<file path="src/rtl/dclc_pkg.sv">
// Shared types and constants for the delta stream counter.
// No dependencies; used by the top level and its checker.
package dclc_pkg;

  localparam int unsigned MIN_DELTA_BYTES = 4;
  localparam int unsigned CNT_W           = 32;
  localparam int unsigned OUT_CNT_W       = 33;
  localparam int unsigned BCNT_W          = 3;
  localparam int unsigned COPY_SIZE_W     = 17;

  typedef logic [CNT_W-1:0]       count_t;
  typedef logic [OUT_CNT_W-1:0]   out_count_t;
  typedef logic [BCNT_W-1:0]      byte_count_t;
  typedef logic [COPY_SIZE_W-1:0] copy_size_t;

  localparam byte_count_t BYTE_COUNT_MAX = '1;
  localparam copy_size_t  COPY_ZERO_SIZE = 17'h10000;
  localparam out_count_t  OUT_COUNT_MAX  = '1;
  localparam count_t      COUNT_MAX      = '1;

endpackage

</file>
<file path="src/rtl/delta_copy_literal_counter.sv">
// Delta stream counter: header decode, command parse, saturating counts.
// Uses dclc_pkg for widths, limits and count types.
// A result is registered and appears in the cycle after its final byte is accepted.
// Throughput: one byte per cycle; the per-byte state update is one register pass.
// Input stalls only when a final byte arrives while a held result is stalled.
// Sync reset (rst_n low) returns to the source header, clears counts and out_valid.
module delta_copy_literal_counter (
  input  logic            clk,
  input  logic            rst_n,
  input  logic            in_valid,
  output logic            in_stall,
  input  logic [7:0]      in_data_byte,
  input  logic            in_last_byte,
  output logic            out_valid,
  input  logic            out_stall,
  output logic            out_status,
  output dclc_pkg::count_t out_source_copied,
  output dclc_pkg::count_t out_literal_bytes
);
  import dclc_pkg::*;

  typedef enum logic [2:0] {
    PH_SRC = 3'd0,
    PH_DST = 3'd1,
    PH_CMD = 3'd2,
    PH_ARG = 3'd3,
    PH_LIT = 3'd4,
    PH_ERR = 3'd5
  } phase_t;

  // Parser state
  phase_t      phase_r, phase_nxt;
  logic [2:0]  shift_pos_r, shift_pos_nxt;
  count_t      dest_size_r, dest_size_nxt;
  logic [5:0]  arg_flags_r, arg_flags_nxt;
  copy_size_t  copy_acc_r, copy_acc_nxt;
  logic        from_dest_r, from_dest_nxt;
  logic [6:0]  lit_rem_r, lit_rem_nxt;
  count_t      copied_r, copied_nxt;
  count_t      added_r, added_nxt;
  out_count_t  out_cnt_r, out_cnt_nxt;
  byte_count_t byte_cnt_r, byte_cnt_nxt;

  // Result register
  logic        out_valid_r, out_valid_nxt;
  logic        out_status_r;
  count_t      out_copied_r;
  count_t      out_added_r;

  logic        in_accept;
  logic        load_result;
  logic        bad;

  // Scratch for the command decode
  logic [5:0]  header_sh;
  logic [38:0] header_part;
  logic [5:0]  arg_low_bit;
  logic [5:0]  arg_flags_left;
  logic        finish;
  logic        finish_from_dest;
  copy_size_t  finish_acc;
  copy_size_t  copy_size;
  logic        lit_en;
  logic [33:0] out_sum;
  logic [32:0] copied_sum;
  logic [32:0] added_sum;
  copy_size_t  out_amt;

  // Hold a final byte only when the held result cannot move; every other
  // request goes straight into the parser state.
  assign in_stall    = out_valid_r & out_stall & in_last_byte;
  assign in_accept   = in_valid & ~in_stall;
  assign load_result = in_accept & in_last_byte;

  always_comb begin
    phase_nxt     = phase_r;
    shift_pos_nxt = shift_pos_r;
    dest_size_nxt = dest_size_r;
    arg_flags_nxt = arg_flags_r;
    copy_acc_nxt  = copy_acc_r;
    from_dest_nxt = from_dest_r;
    lit_rem_nxt   = lit_rem_r;
    copied_nxt    = copied_r;
    added_nxt     = added_r;
    out_cnt_nxt   = out_cnt_r;
    byte_cnt_nxt  = (byte_cnt_r == BYTE_COUNT_MAX) ? byte_cnt_r : byte_cnt_r + 3'd1;

    header_sh        = 6'(shift_pos_r) * 6'd7;
    header_part      = 39'(in_data_byte[6:0]) << header_sh;
    arg_low_bit      = arg_flags_r & (~arg_flags_r + 6'd1);
    arg_flags_left   = arg_flags_r & ~arg_low_bit;
    finish           = 1'b0;
    finish_from_dest = from_dest_r;
    finish_acc       = copy_acc_r;
    lit_en           = 1'b0;

    unique case (phase_r) inside
      PH_SRC, PH_DST: begin
        // Long header or a destination size beyond 32 bits: park in error.
        if (phase_r == PH_DST && shift_pos_r >= 3'd4 && in_data_byte[6:4] != 3'd0) begin
          phase_nxt = PH_ERR;
        end else begin
          if (phase_r == PH_DST) begin
            dest_size_nxt = dest_size_r | header_part[31:0];
          end
          if (in_data_byte[7]) begin
            if (shift_pos_r >= 3'd4) phase_nxt = PH_ERR;
            else                     shift_pos_nxt = shift_pos_r + 3'd1;
          end else begin
            shift_pos_nxt = '0;
            phase_nxt     = (phase_r == PH_DST) ? PH_CMD : PH_DST;
          end
        end
      end
      PH_CMD: begin
        if (in_data_byte[7]) begin
          arg_flags_nxt    = in_data_byte[5:0];
          from_dest_nxt    = in_data_byte[6];
          copy_acc_nxt     = '0;
          finish_from_dest = in_data_byte[6];
          finish_acc       = '0;
          if (in_data_byte[5:0] == 6'd0) finish = 1'b1;
          else                           phase_nxt = PH_ARG;
        end else begin
          lit_en      = 1'b1;
          lit_rem_nxt = in_data_byte[6:0];
          if (in_data_byte[6:0] != 7'd0) phase_nxt = PH_LIT;
        end
      end
      PH_ARG: begin
        // Offset bytes are dropped; only the two size bytes land.
        finish_acc = copy_acc_r;
        if (arg_low_bit == 6'b01_0000) finish_acc = copy_acc_r | 17'(in_data_byte);
        if (arg_low_bit == 6'b10_0000) finish_acc = copy_acc_r | {1'b0, in_data_byte, 8'd0};
        copy_acc_nxt  = finish_acc;
        arg_flags_nxt = arg_flags_left;
        if (arg_flags_left == 6'd0) finish = 1'b1;
      end
      PH_LIT: begin
        if (lit_rem_r != 7'd0) lit_rem_nxt = lit_rem_r - 7'd1;
        if (lit_rem_r <= 7'd1) phase_nxt = PH_CMD;
      end
      default: phase_nxt = PH_ERR;
    endcase

    // Copy close-out: zero size stands for 64 KiB.
    copy_size = (finish_acc == '0) ? COPY_ZERO_SIZE : finish_acc;
    if (finish) begin
      copy_acc_nxt  = '0;
      from_dest_nxt = 1'b0;
      arg_flags_nxt = '0;
      phase_nxt     = PH_CMD;
    end

    copied_sum = {1'b0, copied_r} + 33'(copy_size);
    if (finish && !finish_from_dest) begin
      copied_nxt = copied_sum[32] ? COUNT_MAX : copied_sum[31:0];
    end
    added_sum = {1'b0, added_r} + 33'(in_data_byte);
    if (lit_en) begin
      added_nxt = added_sum[32] ? COUNT_MAX : added_sum[31:0];
    end

    // One shared adder for the output length: copy size or literal length.
    out_amt = lit_en ? 17'(in_data_byte) : copy_size;
    out_sum = {1'b0, out_cnt_r} + 34'(out_amt);
    if (finish || lit_en) begin
      out_cnt_nxt = out_sum[33] ? OUT_COUNT_MAX : out_sum[32:0];
    end

    bad = (phase_nxt != PH_CMD) ||
          (byte_cnt_nxt < BCNT_W'(MIN_DELTA_BYTES)) ||
          (out_cnt_nxt != {1'b0, dest_size_nxt});

    out_valid_nxt = load_result | (out_valid_r & out_stall);
  end

  always_ff @(posedge clk) begin
    if (!rst_n) begin
      phase_r     <= PH_SRC;
      shift_pos_r <= '0;
      dest_size_r <= '0;
      arg_flags_r <= '0;
      copy_acc_r  <= '0;
      from_dest_r <= 1'b0;
      lit_rem_r   <= '0;
      copied_r    <= '0;
      added_r     <= '0;
      out_cnt_r   <= '0;
      byte_cnt_r  <= '0;
      out_valid_r <= 1'b0;
    end else begin
      out_valid_r <= out_valid_nxt;
      if (load_result) begin
        // Stream done: drop all parser state and start over.
        phase_r     <= PH_SRC;
        shift_pos_r <= '0;
        dest_size_r <= '0;
        arg_flags_r <= '0;
        copy_acc_r  <= '0;
        from_dest_r <= 1'b0;
        lit_rem_r   <= '0;
        copied_r    <= '0;
        added_r     <= '0;
        out_cnt_r   <= '0;
        byte_cnt_r  <= '0;
      end else if (in_accept) begin
        phase_r     <= phase_nxt;
        shift_pos_r <= shift_pos_nxt;
        dest_size_r <= dest_size_nxt;
        arg_flags_r <= arg_flags_nxt;
        copy_acc_r  <= copy_acc_nxt;
        from_dest_r <= from_dest_nxt;
        lit_rem_r   <= lit_rem_nxt;
        copied_r    <= copied_nxt;
        added_r     <= added_nxt;
        out_cnt_r   <= out_cnt_nxt;
        byte_cnt_r  <= byte_cnt_nxt;
      end
    end
  end

  // Result payload: no reset needed, qualified by out_valid_r.
  always_ff @(posedge clk) begin
    if (load_result) begin
      out_status_r <= bad;
      out_copied_r <= bad ? '0 : copied_nxt;
      out_added_r  <= bad ? '0 : added_nxt;
    end
  end

  assign out_valid         = out_valid_r;
  assign out_status        = out_status_r;
  assign out_source_copied = out_copied_r;
  assign out_literal_bytes = out_added_r;

endmodule

</file>
<file path="config.mk">
export PLATFORM = sky130hd
export DESIGN_NAME = delta_copy_literal_counter
export DESIGN_NICKNAME = d
export VERILOG_FILES = /design/src/rtl/dclc_pkg.sv /design/src/rtl/delta_copy_literal_counter.sv
export SDC_FILE = /design/constraint.sdc
export NUM_CORES = 1
export LEC_CHECK = 0
export BUFFER_PORTS_ARGS = -buffer_cell sky130_fd_sc_hd__buf_2
export CAP_MARGIN = 20
export CORE_MARGIN = 5
export CORE_UTILIZATION = 55
export CTS_CLUSTER_DIAMETER = 120
export DETAILED_ROUTE_END_ITERATION = 12
export GPL_TIMING_DRIVEN = 0
export HOLD_SLACK_MARGIN = 0.06
export PLACE_DENSITY = 0.73
export SETUP_SLACK_MARGIN = 0.1
export SLEW_MARGIN = 30
export SYNTH_ARGS = -nofsm -noshare
export SYNTH_HDL_FRONTEND = slang
export SYNTH_SLANG_ARGS = --single-unit
</file>
<file path="constraint.sdc">
create_clock -name clk -period 9.8 [get_ports clk]
set_input_delay 0.49 -clock clk [delete_from_list [all_inputs] [get_ports clk]]
set_output_delay 0.49 -clock clk [all_outputs]
set_load 0.02 [all_outputs]
</file>
# Word level (Yosys, flattened, before mapping)
# Cells that the tools add are included.
# totals
output_inout_bits	67
ff_bits	235
# classes
n_lt_le_gt_ge	3
mul	1
eq_ne	13
n_addsub	7
mux	44
reduce_logical	21
n_bitwise	15
shift	1
# op_table
operator	n
32-bit 2-to-1 mux	7
17-bit 2-to-1 mux	6
33-bit 2-to-1 mux	2
33-bit by 17-bit adder with 34-bit output	1
17-bit one-hot mux with 2 select lines	1
32-bit by 17-bit adder with 33-bit output	1
32-bit by 8-bit adder with 33-bit output	1
3-bit 2-to-1 mux	11
33-bit by 32-bit != test with 1-bit output	1
32-bit bitwise OR	1
7-bit by 6-bit << shifter with 32-bit output	1
17-bit logical NOT	1
17-bit by 16-bit bitwise OR with 17-bit output	1
17-bit by 8-bit bitwise OR with 17-bit output	1
7-bit 2-to-1 mux	2
7-bit one-hot mux with 2 select lines	1
7-bit nonzero test	2
6-bit AND	2
6-bit logical NOT	2
6-bit 2-to-1 mux	2
6-bit inverter	2
3-bit one-hot mux with 4 select lines	1
6-bit one-hot mux with 2 select lines	1
1-bit 2-to-1 mux	8
other kinds (30)	46

# Longest topological paths before layout
# logic_depth
word_depth	15
depth_mapped	26
ltp_nobuf	20

# Least setup slack after synthesis
# No wires, ideal clock.
# synth_path
kind	input -> register
from	input port in_data_byte[7]
to	register out_added_r[11] (netlist: out_literal_bytes[11]), data pin
setup_ps	150
slack_ps	4148
stages	25
required_ps	9650
arrival_ps	5502
cell_sequence	clkbuf_1 inv_1 or3_1 clkbuf_1 clkbuf_1 a22oi_1 nand4_1 nor2_1 a32o_1 and2_1 ha_1 and2_1 buf_2 and3_1 a221oi_2 a21boi_2 a21oi_1 xnor2_1 o221ai_1 a2111oi_2 nand4_1 or4_1 buf_6 buf_6 nor3_2
# synth_between
elab_chain_len	12
elab_cells_between_ends	29
# synth_rtl
element	line	source
start: declaration	delta_copy_literal_counter.sv:12	input logic [7:0] in_data_byte,
17-bit by 8-bit bitwise OR with 17-bit output	delta_copy_literal_counter.sv:133	if (arg_low_bit == 6'b01_0000) finish_acc = copy_acc_r | 17'(in_data_byte);
17-bit 2-to-1 mux	delta_copy_literal_counter.sv:133	
17-bit 2-to-1 mux	delta_copy_literal_counter.sv:134	if (arg_low_bit == 6'b10_0000) finish_acc = copy_acc_r | {1'b0, in_data_byte, 8'd0};
17-bit one-hot mux with 2 select lines	delta_copy_literal_counter.sv:97	unique case (phase_r) inside
17-bit logical NOT	delta_copy_literal_counter.sv:147	copy_size = (finish_acc == '0) ? COPY_ZERO_SIZE : finish_acc;
17-bit 2-to-1 mux	delta_copy_literal_counter.sv:147	
17-bit 2-to-1 mux	delta_copy_literal_counter.sv:165	out_amt = lit_en ? 17'(in_data_byte) : copy_size;
33-bit by 17-bit adder with 34-bit output	delta_copy_literal_counter.sv:166	out_sum = {1'b0, out_cnt_r} + 34'(out_amt);
33-bit 2-to-1 mux	delta_copy_literal_counter.sv:168	out_cnt_nxt = out_sum[33] ? OUT_COUNT_MAX : out_sum[32:0];
33-bit 2-to-1 mux	delta_copy_literal_counter.sv:167	if (finish || lit_en) begin
33-bit by 32-bit != test with 1-bit output	delta_copy_literal_counter.sv:173	(out_cnt_nxt != {1'b0, dest_size_nxt});
1-bit logical OR	delta_copy_literal_counter.sv:172	(byte_cnt_nxt < BCNT_W'(MIN_DELTA_BYTES)) ||
end signal: assignment	delta_copy_literal_counter.sv:228	out_added_r <= bad ? '0 : added_nxt;
end: declaration	delta_copy_literal_counter.sv:48	count_t out_added_r;
# Parallel ways exist; a longest one is shown, timed or not.
# A chain may end at the register's enable or synchronous reset.

# Final worst setup path
# layout_path
from	input port in_data_byte[7]
to	register out_copied_r[10] (netlist: out_source_copied[10]), data pin
# layout_between
elab_chain_len	12
elab_cells_between_ends	33
# layout_rtl
element	line	source
17-bit by 8-bit bitwise OR with 17-bit output	delta_copy_literal_counter.sv:133	
17-bit 2-to-1 mux	delta_copy_literal_counter.sv:133	
17-bit 2-to-1 mux	delta_copy_literal_counter.sv:134	
17-bit one-hot mux with 2 select lines	delta_copy_literal_counter.sv:97	
17-bit logical NOT	delta_copy_literal_counter.sv:147	
17-bit 2-to-1 mux	delta_copy_literal_counter.sv:147	
17-bit 2-to-1 mux	delta_copy_literal_counter.sv:165	
33-bit by 17-bit adder with 34-bit output	delta_copy_literal_counter.sv:166	
33-bit 2-to-1 mux	delta_copy_literal_counter.sv:168	
33-bit 2-to-1 mux	delta_copy_literal_counter.sv:167	
33-bit by 32-bit != test with 1-bit output	delta_copy_literal_counter.sv:173	
1-bit logical OR	delta_copy_literal_counter.sv:172	
end signal: assignment	delta_copy_literal_counter.sv:227	out_copied_r <= bad ? '0 : copied_nxt;
end: declaration	delta_copy_literal_counter.sv:47	count_t out_copied_r;
# Parallel ways exist; a longest one is shown, timed or not.

==> metrics.txt <==
outcome finished, final reports clean; CTS max path bufs 3; combinational power share 0.068; vias in the first global route 13543; sequential group share of total power 0.469; Slew Limit Headroom 0.376; clock root cell clkbuf_16; post-synth top area share 0.237; via/cell ratio 6.56; type of the tightest min-delay check in -> reg; post-route ant nets 0; die width around 170 µm; sequential cell area fraction in the yosys report 0.373; hold slack final 0.214 ns; hold buffers post-CTS 0; minimum clock period after layout ~7.3 ns; Resized Gates After CTS 0; later-pin clock latency in the skew report 0.54 ns; Syn Area/Cell about 8.2 µm²; number of I/O port buffers 79; # DRC 0; Final Cycle Share 0.747; Layout area overhead 11.9%; largest net degree at the start of global routing 57; number of placement rows 59; Fin. Hold Viols 0; Data required, critical path about 10 ns; Post-synth EDFFs 65; internal power between 1.5 and 2 mW; fmax 0.137 GHz; global-route wire length before repair roughly 75000 µm; share of layout cells above drive strength 1 0.113; DR vias between 10000 and 15000; syn_nets ~1800; Die Y around 170 µm; cell leakage power approximately 5.7 nW; Primary FF master, synth dfxtp_1; hpwl dp between 30000 and 40000 µm; Routed WL per cell roughly 22 µm; CTS sink cnt 235; Ports 80; grt ovf 0; asr flop ratio synth 0; P_sw 531 µW; DIE AREA around 29000 µm²; post-synth cell types between 90 and 100; mapped cell area 14400 µm²; Core Box Area roughly 26000 µm²; maxcap violations 0; critical path arrival around 7.6 ns; sw frac 0.246; nets 1918; GRT Overall Usage 0.319; Clock power frac 0.463; Final WS setup between 2 and 2.5 ns; WL final a little under 50000 µm; crit-path max FO 10; max-slew violation count 0; largest cells by area after synthesis dfxtp_1, edfxtp_1, a21oi_1, nor2_1, ha_1; Final Skew between 0.02 and 0.025 ns; initial antenna violation count 1; Cells after Synth around 1700; Initial Util 0.555; H-tree levels 1; setup bufs post-CTS 0; kind of critical path in -> reg; initial detailed-routing violation count 1728; Worst VDD drop between 0.15 and 0.2 mV; Routability Congestion 1.02; Final TNS setup 0 ns; final setup vio count 0; Clock transition at path regs approximately 0.060 ns; #FFs+latches synth 235; Pre-antenna DRT Iters 8; CP Launch Type input port; Synth area leader dfxtp_1; Worst Max-Slew Pin Slew about 0.94 ns; TritonCTS Buffers 26; pwr dens about 130 nW/µm²; RSZ-0062 raised after global routing no; Crit. End Element register; CTS tree yes; Place WS approximately 2.3 ns; YS warnings 0
[Yosys cell counts, types with 6 or more instances]
cell type and number:
nand3_1 62, o221a_2 11, ha_1 46, mux2i_1 15
xor2_1 35, a31oi_1 28, a221oi_1 7, or3_1 10
and2_1 28, edfxtp_1 65, inv_1 42, o22ai_1 17
a211oi_1 20, nor3_1 51, nand2_1 117, buf_2 22
a311oi_1 33, o211ai_1 11, clkbuf_1 74, nor2b_1 15
o21ai_0 113, a22oi_1 16, a21oi_1 221, a22o_1 8
xnor2_1 46, nand4_1 25, nor4_1 10, nand2b_1 7
a211oi_2 15, dfxtp_1 170, o21ai_1 6, a21o_1 17
o21a_1 9, nor2_1 232, and3_1 26, o221ai_1 6
[per-stage QoR]
stage	power [mW]	instances	instance area, µm²	utilization
final	2.16	2212	16100	0.621
after CTS	2.16	2211	16100	0.621
after floorplan	1.12	1748	14400	-
after global routing	2.21	2212	16100	0.621
after detailed placement	1.18	2163	15200	0.587
after global placement	1.18	2162	15200	0.586
[logic make-up after synthesis]
group	after synthesis	synth area share
mux	20	0.0144
simple gates	617	0.205
fa+ha+maj	50	0.0449
flops	235	0.373
compound gates	597	0.271
buf+inv	148	0.0432
xor+xnor	81	0.0494
[critical path: stages]
cell	delay (ns)
buf_2	0.14
clkbuf_1	0.50
inv_1	0.19
or3_1	0.43
clkbuf_1	0.24
clkbuf_1	0.29
a22oi_1	0.47
nand4_1	0.14
nor2_1	0.14
a32o_1	0.26
and2_1	0.18
ha_1	0.29
and2_1	0.16
buf_2	0.15
and3_1	0.17
a221oi_2	0.28
a21boi_2	0.40
a21oi_1	0.22
xnor2_1	0.38
o221ai_1	0.21
a2111oi_2	0.42
nand4_1	0.14
or4_1	0.68
buf_2	0.27
nor3_1	0.36
[final timing paths]
check	start	endpoint	slack [ns]	cells past startpoint
min	out_stall	out_valid	0.21	3
min reg2reg	copy_acc_r[9]	copy_acc_r[9]	0.45	2
max	in_data_byte[7]	out_source_copied[10]	2.48	25
max reg2reg	phase_r[0]	out_source_copied[10]	2.50	24
[power by group through the flow]
| stage | clock, mW | combinational [mW] | sequential, mW |
|---|---|---|---|
| global placement | 0 | 0.140 | 1.04 |
| finish | 1.00 | 0.148 | 1.01 |
| detailed placement | 0 | 0.143 | 1.03 |
| global route | 1.04 | 0.155 | 1.01 |
| CTS | 1.00 | 0.144 | 1.01 |
| floorplan | 0 | 0.0694 | 1.05 |
[state kept, by name, indices dropped and copies added (netlist names)]
signal and flops:
copied_r 32, dest_size_r 32, copy_acc_r 17, out_valid 1
added_r 32, out_status 1, byte_cnt_r 3, arg_flags_r 6
from_dest_r 1, phase_r 3, lit_rem_r 7, out_cnt_r 33
shift_pos_r 3, out_literal_bytes 32, out_source_copied 32
[final cells by class]
cell class                 count  area, µm²
clock inverter                12        115
buffer                       106        463
multi-input combinational   1365       8400
timing repair buffer          80        423
tap                          335        419
clock buffer                  36        749
inverter                      42        160
sequential                   235       5360
antenna                        1       2.50
fill                        2293       9830
[routing by layer]
metal	track usage	up-vias	part of all wire
li1	-	6663	-
met2	0.511	819	0.44
met1	0.423	6843	0.41
met3	0.0513	186	0.096
met4	0.153	0	0.052
met5	0	-	0
[cell usage in the layout, fill, tap and decap left out, types with 8 or more instances in the layout]
cell	Yosys	final
nand4_1	25	25
a22o_1	8	8
dfxtp_1	170	170
o21ai_0	113	113
clkbuf_1	74	79
nand3_1	62	62
inv_1	42	41
xor2_1	35	35
clkbuf_16	0	27
a31oi_1	28	28
a211oi_2	15	15
mux2i_1	15	15
a21oi_1	221	221
nor2b_1	15	15
xnor2_1	46	46
buf_2	22	101
a22oi_1	16	16
and2_1	28	28
nand2_1	117	117
o22ai_1	17	17
nor3_1	51	51
a21o_1	17	17
o221a_2	11	11
a211oi_1	20	20
a311oi_1	33	33
edfxtp_1	65	65
and3_1	26	26
ha_1	46	46
o211ai_1	11	11
or3_1	10	10
nor4_1	10	10
o21a_1	9	9
nor2_1	232	232
Power figures use the tool's default switching activity.
